`src/hw/rtl/rrs_pkg.sv`:
```
package rrs_pkg;

    localparam int SLOT_COUNT = 32;
    localparam int SLOT_W     = (SLOT_COUNT > 1) ? $clog2(SLOT_COUNT) : 1;
    localparam int QDEPTH     = 2;
    localparam int QPTR_W     = $clog2(QDEPTH);
    localparam int QCNT_W     = $clog2(QDEPTH + 1);

    localparam logic [1:0] MODE_ADD    = 2'd0;
    localparam logic [1:0] MODE_PICK   = 2'd1;
    localparam logic [1:0] MODE_SWITCH = 2'd2;

    localparam logic [1:0] ST_OK   = 2'd0;
    localparam logic [1:0] ST_FULL = 2'd1;
    localparam logic [1:0] ST_NONE = 2'd2;

    typedef enum logic [1:0] {
        OP_ADD,
        OP_PICK,
        OP_SWITCH,
        OP_NOP
    } t_op;

    typedef struct packed {
        t_op               op;
        logic [SLOT_W-1:0] slot;
    } t_item;

    typedef struct packed {
        logic              found;
        logic [SLOT_W-1:0] idx;
    } t_enc;

    // lowest set bit of a slot vector
    function automatic t_enc first_set(input logic [SLOT_COUNT-1:0] v);
        t_enc r;
        r.found = 1'b0;
        r.idx   = '0;
        for (int i = SLOT_COUNT - 1; i >= 0; i--) begin
            if (v[i]) begin
                r.found = 1'b1;
                r.idx   = SLOT_W'(i);
            end
        end
        return r;
    endfunction

endpackage

```
`src/hw/rtl/rrs_front.sv`:
```
module rrs_front import rrs_pkg::*; (
    input  logic        i_clk,
    input  logic        i_rst_n,
    input  logic        i_start,
    input  logic [1:0]  i_mode,
    input  logic [4:0]  i_target_slot,
    input  logic        i_q_full,
    output logic        o_busy,
    output logic        o_push,
    output t_item       o_item
);

    logic  r_valid;
    t_item r_item;
    t_item n_item;
    logic  accept;

    assign o_push = r_valid && !i_q_full;
    assign o_busy = r_valid && i_q_full;
    assign accept = i_start && !o_busy;
    assign o_item = r_item;

    always_comb begin
        n_item.slot = SLOT_W'(i_target_slot);
        case (i_mode)
            MODE_ADD:  n_item.op = OP_ADD;
            MODE_PICK: n_item.op = OP_PICK;
            MODE_SWITCH: begin
                // out-of-range target behaves as a no-op
                n_item.op = (int'(i_target_slot) < SLOT_COUNT) ? OP_SWITCH : OP_NOP;
            end
            default:   n_item.op = OP_NOP;
        endcase
    end

    always_ff @(posedge i_clk) begin
        if (!i_rst_n) begin
            r_valid <= 1'b0;
        end else if (accept) begin
            r_valid <= 1'b1;
        end else if (o_push) begin
            r_valid <= 1'b0;
        end
    end

    always_ff @(posedge i_clk) begin
        if (accept) begin
            r_item <= n_item;
        end
    end

endmodule

```
`src/hw/rtl/rrs_queue.sv`:
```
module rrs_queue import rrs_pkg::*; (
    input  logic  i_clk,
    input  logic  i_rst_n,
    input  logic  i_push,
    input  t_item i_item,
    input  logic  i_pop,
    output logic  o_full,
    output logic  o_empty,
    output t_item o_item
);

    t_item             r_mem [QDEPTH];
    logic [QPTR_W-1:0] r_wr_ptr;
    logic [QPTR_W-1:0] r_rd_ptr;
    logic [QCNT_W-1:0] r_count;
    logic              do_push;
    logic              do_pop;

    assign o_full  = (r_count == QCNT_W'(QDEPTH));
    assign o_empty = (r_count == '0);
    assign do_push = i_push && !o_full;
    assign do_pop  = i_pop && !o_empty;
    assign o_item  = r_mem[r_rd_ptr];

    always_ff @(posedge i_clk) begin
        if (!i_rst_n) begin
            r_wr_ptr <= '0;
            r_rd_ptr <= '0;
            r_count  <= '0;
        end else begin
            if (do_push) begin
                r_wr_ptr <= (r_wr_ptr == QPTR_W'(QDEPTH - 1)) ? '0 : r_wr_ptr + 1'b1;
            end
            if (do_pop) begin
                r_rd_ptr <= (r_rd_ptr == QPTR_W'(QDEPTH - 1)) ? '0 : r_rd_ptr + 1'b1;
            end
            case ({do_push, do_pop})
                2'b10:   r_count <= r_count + 1'b1;
                2'b01:   r_count <= r_count - 1'b1;
                default: r_count <= r_count;
            endcase
        end
    end

    always_ff @(posedge i_clk) begin
        if (do_push) begin
            r_mem[r_wr_ptr] <= i_item;
        end
    end

endmodule

```
`src/hw/rtl/rrs_back.sv`:
```
module rrs_back import rrs_pkg::*; (
    input  logic        i_clk,
    input  logic        i_rst_n,
    input  logic        i_q_empty,
    input  t_item       i_item,
    output logic        o_pop,
    output logic        o_done,
    output logic [1:0]  o_status,
    output logic [4:0]  o_slot
);

    typedef enum logic {
        S_IDLE,
        S_EXEC
    } t_state;

    t_state                r_state;
    t_item                 r_item;
    logic [SLOT_COUNT-1:0] r_ready;
    logic                  r_cur_valid;
    logic [SLOT_W-1:0]     r_cur;

    logic [SLOT_COUNT-1:0] above_mask;
    t_enc                  enc_free;
    t_enc                  enc_ready;
    t_enc                  enc_above;
    logic [1:0]            n_status;
    logic [SLOT_W-1:0]     n_slot;

    assign o_pop = (r_state == S_IDLE) && !i_q_empty;

    always_comb begin
        for (int i = 0; i < SLOT_COUNT; i++) begin
            above_mask[i] = (SLOT_W'(i) > r_cur);
        end
    end

    assign enc_free  = first_set(~r_ready);
    assign enc_ready = first_set(r_ready);
    assign enc_above = first_set(r_ready & above_mask);

    always_comb begin
        n_status = ST_OK;
        n_slot   = '0;
        case (r_item.op)
            OP_ADD: begin
                if (enc_free.found) begin
                    n_slot = enc_free.idx;
                end else begin
                    n_status = ST_FULL;
                end
            end
            OP_PICK: begin
                // scan past current first, then wrap; current always matches last
                if (r_cur_valid) begin
                    if (enc_above.found) begin
                        n_slot = enc_above.idx;
                    end else if (enc_ready.found) begin
                        n_slot = enc_ready.idx;
                    end else begin
                        n_slot = r_cur;
                    end
                end else if (enc_ready.found) begin
                    n_slot = enc_ready.idx;
                end else begin
                    n_status = ST_NONE;
                end
            end
            OP_SWITCH: n_slot = r_item.slot;
            default:   n_slot = '0;
        endcase
    end

    always_ff @(posedge i_clk) begin
        if (!i_rst_n) begin
            r_state     <= S_IDLE;
            r_ready     <= '0;
            r_cur_valid <= 1'b0;
            r_cur       <= '0;
            o_done      <= 1'b0;
        end else begin
            o_done <= 1'b0;
            case (r_state)
                S_IDLE: begin
                    if (o_pop) begin
                        r_state <= S_EXEC;
                    end
                end
                S_EXEC: begin
                    r_state <= S_IDLE;
                    o_done  <= 1'b1;
                    if (r_item.op == OP_ADD && enc_free.found) begin
                        r_ready[enc_free.idx] <= 1'b1;
                    end
                    if (r_item.op == OP_SWITCH) begin
                        r_cur_valid <= 1'b1;
                        r_cur       <= r_item.slot;
                    end
                end
                default: r_state <= S_IDLE;
            endcase
        end
    end

    always_ff @(posedge i_clk) begin
        if (o_pop) begin
            r_item <= i_item;
        end
        if (r_state == S_EXEC) begin
            o_status <= n_status;
            o_slot   <= 5'(n_slot);
        end
    end

endmodule

```
`src/hw/rtl/process_slot_round_robin_scheduler.sv`:
```
// A request accepted on start is registered in the front stage, written into the
// queue, popped into the execute sequencer, and its result registered onto o_done.
// Throughput is set by the execute sequencer that owns the slot table, which takes no
// new request until it has finished the last one; a two-entry queue buffers requests ahead of it.
// Results are strobed for one cycle; the receiver cannot stall.
// Reset (synchronous, active low) frees all slots and clears the current slot.
module process_slot_round_robin_scheduler import rrs_pkg::*; (
    input  logic       i_clk,
    input  logic       i_rst_n,
    input  logic       start,
    output logic       busy,
    input  logic [1:0] i_mode,
    input  logic [4:0] i_target_slot,
    output logic       o_done,
    output logic [1:0] o_status,
    output logic [4:0] o_slot
);

    logic  push;
    logic  pop;
    logic  q_full;
    logic  q_empty;
    t_item front_item;
    t_item q_item;

    rrs_front u_front (
        .i_clk         (i_clk),
        .i_rst_n       (i_rst_n),
        .i_start       (start),
        .i_mode        (i_mode),
        .i_target_slot (i_target_slot),
        .i_q_full      (q_full),
        .o_busy        (busy),
        .o_push        (push),
        .o_item        (front_item)
    );

    rrs_queue u_queue (
        .i_clk   (i_clk),
        .i_rst_n (i_rst_n),
        .i_push  (push),
        .i_item  (front_item),
        .i_pop   (pop),
        .o_full  (q_full),
        .o_empty (q_empty),
        .o_item  (q_item)
    );

    rrs_back u_back (
        .i_clk     (i_clk),
        .i_rst_n   (i_rst_n),
        .i_q_empty (q_empty),
        .i_item    (q_item),
        .o_pop     (pop),
        .o_done    (o_done),
        .o_status  (o_status),
        .o_slot    (o_slot)
    );

endmodule

```
`config.mk`:
```
export PLATFORM = sky130hd
export DESIGN_NAME = process_slot_round_robin_scheduler
export DESIGN_NICKNAME = d
export VERILOG_FILES = /design/src/hw/rtl/rrs_pkg.sv /design/src/hw/rtl/rrs_front.sv /design/src/hw/rtl/rrs_queue.sv /design/src/hw/rtl/rrs_back.sv /design/src/hw/rtl/process_slot_round_robin_scheduler.sv
export SDC_FILE = /design/constraint.sdc
export NUM_CORES = 1
export LEC_CHECK = 0
export CORE_UTILIZATION = 60
export CTS_CLUSTER_SIZE = 8
export DETAILED_ROUTE_END_ITERATION = 16
export DONT_BUFFER_PORTS = 1
export PLACE_DENSITY = 0.86
export SLEW_MARGIN = 20
export SYNTH_ARGS = -nofsm -noshare
export SYNTH_HDL_FRONTEND = slang
export SYNTH_SLANG_ARGS = --single-unit
export TNS_END_PERCENT = 1
```
`constraint.sdc`:
```
create_clock -name i_clk -period 3.5 [get_ports i_clk]
set_input_delay 0.175 -clock i_clk [delete_from_list [all_inputs] [get_ports i_clk]]
set_output_delay 0.175 -clock i_clk [all_outputs]
set_load 0.02 [all_outputs]
```
==> results by group <==
Synthesis
  • Synth Area per Inst: 8.464 sq um
  • Synth Area in Simple Gates: 24.25%
  • Sequential fraction of the synthesis area: 38.76%
  • #FFs+latches synth: 80
  • Post-Synth Adder-Cell Area: 0.2484%
  • Post-synth EDFFs: 35
  • Post-synthesis compound-gate area fraction: 26.98%
  • Synth Cell Area: 5036 sq um
  • Syn_nets: 606
  • Ys async rst share: 0%
  • Synth area leaders: edfxtp_1 21%, dfxtp_1 18%, o21ai_0 5.4%, nand2_1 5.2%, nand3_1 2.7%
  • Synth warnings: 0
  • Top-area cell type share of the netlist area: 20.87%
  • Multiplexer share of the synthesized area: 1.565%
  • Largest family of logic cells by synthesized area: compound AO/OA/AOI/OAI gates
  • Synth Flop Type: dfxtp_1
  • Distinct cells, synth: 85
  • Post-Syn Instances: 595
  • Post-Synth XOR/XNOR Area: 0.6957%
  • Area leader, netlist: edfxtp_1

Placed design
  • IO buf count: 0
  • Pre-CTS setup slack: 608.4 ps
  • DPL Wire Length: 9546 um
  • Routability Congestion: 0.9979

Timing
  • Final setup margin: 524.9 ps
  • Endpoints failing setup: 0
  • RSZ-0062 raised after global routing: no
  • Clock Skew: 15.26 ps
  • Worst Tran Pin Value: 1087 ps
  • Max Slew Vio Count: 0
  • Achievable Freq: 336.1 MHz
  • Crit path time final: 2975 ps
  • Post-route clock period utilization: 85.00%
  • Endpoints failing hold: 0
  • Headroom to the max-slew limit: 27.46%
  • Fin Setup TNS: 0 ps

Clock network
  • Worst-Skew Late Latency: 360 ps
  • CTS clock-pin slew for the worst setup and hold paths: 100 ps
  • CTS Sinks: 80
  • Post-CTS resize count: 0
  • Root Driver: clkbuf_8
  • H-tree levels: 3
  • CTS Buf Count: 9
  • Post-CTS Repair Setup Buffers: 0
  • Hold-fix buffers, CTS: 9
  • Clock buffer depth: 2
  • CTS tree: done

Die
  • DIE AREA: 8764 sq um
  • Core box area: 8175 sq um
  • Row Count: 33
  • IO Pins: 19
  • Die H: 93.62 um
  • Starting Density: 61.60%
  • Die X: 93.62 um

Pwr
  • LEAKAGE: 0.001770 uW
  • Worst IR Drop VDD: 0.4402 mV
  • P per Cell Area: 459.9 nW/um^2

Setup path
  • Setup CP Type: register to register
  • Arrival time worst endpoint: 3160 ps
  • CP Capture Type: register
  • Worst r2r src: u_back.r_cur[1]
  • Crit path to: u_back.o_slot[0]
  • Flop2flop setup slack: 520 ps
  • CP max FO: 28
  • Nature of the critical path startpoint: register
  • Worst r2r path cells: 7
  • Worst path required time: 3690 ps
  • Endpoint of the worst register-to-register path: u_back.o_slot[0]
  • CP startpoint: u_back.r_cur[1]

Global route
  • GR Util All Layers: 32.85%
  • First-pass GRT wire length: 21900 um
  • Vias in the first global route: 4299
  • Initial antenna violation count: 0
  • Total grt overflow: 0
  • Largest net degree at the start of global routing: 46

Routing
  • DR vias/cell: 6.976
  • Post-DRT Antenna Nets: 0
  • Drt first pass iters: 8
  • Total Wirelength: 13760 um
  • Average wire per standard cell: 20.50 um
  • Routed via count: 4681
  • Initial DRC Count: 547
  • DR DRC count: 0

Worst hold path
  • Worst Hold Class: input pin to register

Layout
  • P&R area growth vs syn: 3.627%
  • Commonest cells after routing, fill and taps aside: 70 x nand2_1, 54 x o21ai_0, 45 x dfxtp_1
  • Ant. Diodes: 0
  • NumNets Final: 572
  • Fillers: 657
  • Layout cells sized above 1: 9.894%
  • Commonest non-fill, non-tap cell in the layout: nand2_1

Job
  • MaxCap Viol Count: 0

Outcome
  • Status: finished, final reports clean
## registers in the layout, indices dropped and copies added (netlist names)
| name | flops |
|---|---|
| u_queue.r_wr_ptr | 1 |
| u_back.r_cur | 5 |
| u_back.r_state | 1 |
| u_front.o_item | 7 |
| u_queue.r_rd_ptr | 1 |
| u_front.r_valid | 1 |
| u_queue.r_mem | 14 |
| u_queue.r_count | 2 |
| u_back.o_status | 2 |
| u_back.r_ready | 32 |
| u_back.o_done | 1 |
| u_back.r_cur_valid | 1 |
| u_back.r_item | 7 |
| u_back.o_slot | 5 |
## metrics by stage
stage / utilization (%) / hold slack (ps) / cells / power [uW] / instance area, sq um
2_1_floorplan: - / 273.9 / 595 / 1524 / 5036
3_3_place_gp: 59.73 / 273.9 / 646 / 1590 / 4883
3_5_place_dp: 59.73 / 273.9 / 646 / 1606 / 4883
4_1_cts: 63.84 / 21.42 / 671 / 2398 / 5219
5_1_grt: 63.84 / 35.58 / 671 / 2492 / 5219
6_report: 63.84 / 39.97 / 671 / 2400 / 5219
## cell families (layout without fill, tap and decap cells)
family                   after synthesis  in the layout
AO/OA/AOI/OAI                        192            192
XOR/XNOR                               4              4
adder cells (fa/ha/maj)                1              1
buffers and inverters                 75             46
flip-flops                            80             80
multiplexers                           7              7
AND/OR/NAND/NOR                      236            236
## layout make-up
class                   instances  area [sq um]  share of cell area (%)
flip-flops and latches         80          1952                   37.40
repair buffers                 13         130.1                   2.493
clock inverters                 7         111.4                   2.134
well taps                     105         131.4                   2.517
clock buffers                   9         123.9                   2.374
multi-input cells             440          2706                   51.86
inverters                      17         63.81                   1.223
## report_power, final
part	switching (uW)	total [uW]	internal, uW
clock	370	786	416
sequential	172	1290	1120
combinational	191	326	135
total	732	2400	1670
## worst min-delay path by stage
stage | startpoint | slack [ps] | endpoint | depth (start not counted)
after floorplan | i_target_slot[0] | 270 | u_front.o_item[0] | 0
after global placement | i_target_slot[2] | 270 | u_front.o_item[2] | 0
after detailed placement | i_target_slot[0] | 270 | u_front.o_item[0] | 0
after CTS | i_rst_n | 20 | u_back.r_ready[4] | 2
after global routing | i_rst_n | 40 | u_back.r_ready[4] | 2
final | i_rst_n | 40 | u_back.r_ready[4] | 2
## per-layer routing
layer	wire length [um]	part of all wire, %	track usage, %	up-vias
met5	0	0	0	-
met1	5468	40	41.85	2232
li1	-	-	-	2148
met3	1104	8.0	4.309	40
met4	540	3.9	15.51	0
met2	6644	48	55.09	261
## Yosys cell counts (4+ instances only)
| master | n |
|---|---|
| a211oi_1 | 10 |
| a21boi_0 | 8 |
| a21o_1 | 5 |
| a21oi_1 | 25 |
| a221oi_1 | 4 |
| a31oi_1 | 4 |
| a32o_1 | 4 |
| and2_1 | 11 |
| and3_1 | 7 |
| buf_2 | 20 |
| buf_4 | 6 |
| buf_6 | 5 |
| clkbuf_1 | 26 |
| dfxtp_1 | 45 |
| edfxtp_1 | 35 |
| inv_1 | 16 |
| mux2_2 | 7 |
| nand2_1 | 70 |
| nand2b_1 | 8 |
| nand3_1 | 27 |
| nand4_1 | 16 |
| nor2_1 | 34 |
| nor2b_1 | 11 |
| nor3_1 | 11 |
| nor4_1 | 11 |
| o211ai_1 | 4 |
| o21a_1 | 4 |
| o21ai_0 | 54 |
| o21ai_1 | 11 |
| o31ai_1 | 7 |
| or3_1 | 4 |
## worst max-delay path, stage by stage (launching register included)
cell and delay [ps]:
dfxtp_1 1050, nor2_2 230, o211ai_2 290, nand3_2 140, o41ai_2 500, nand2_2 150
and3_1 210, o31ai_1 230
Power figures use the tool's default switching activity.
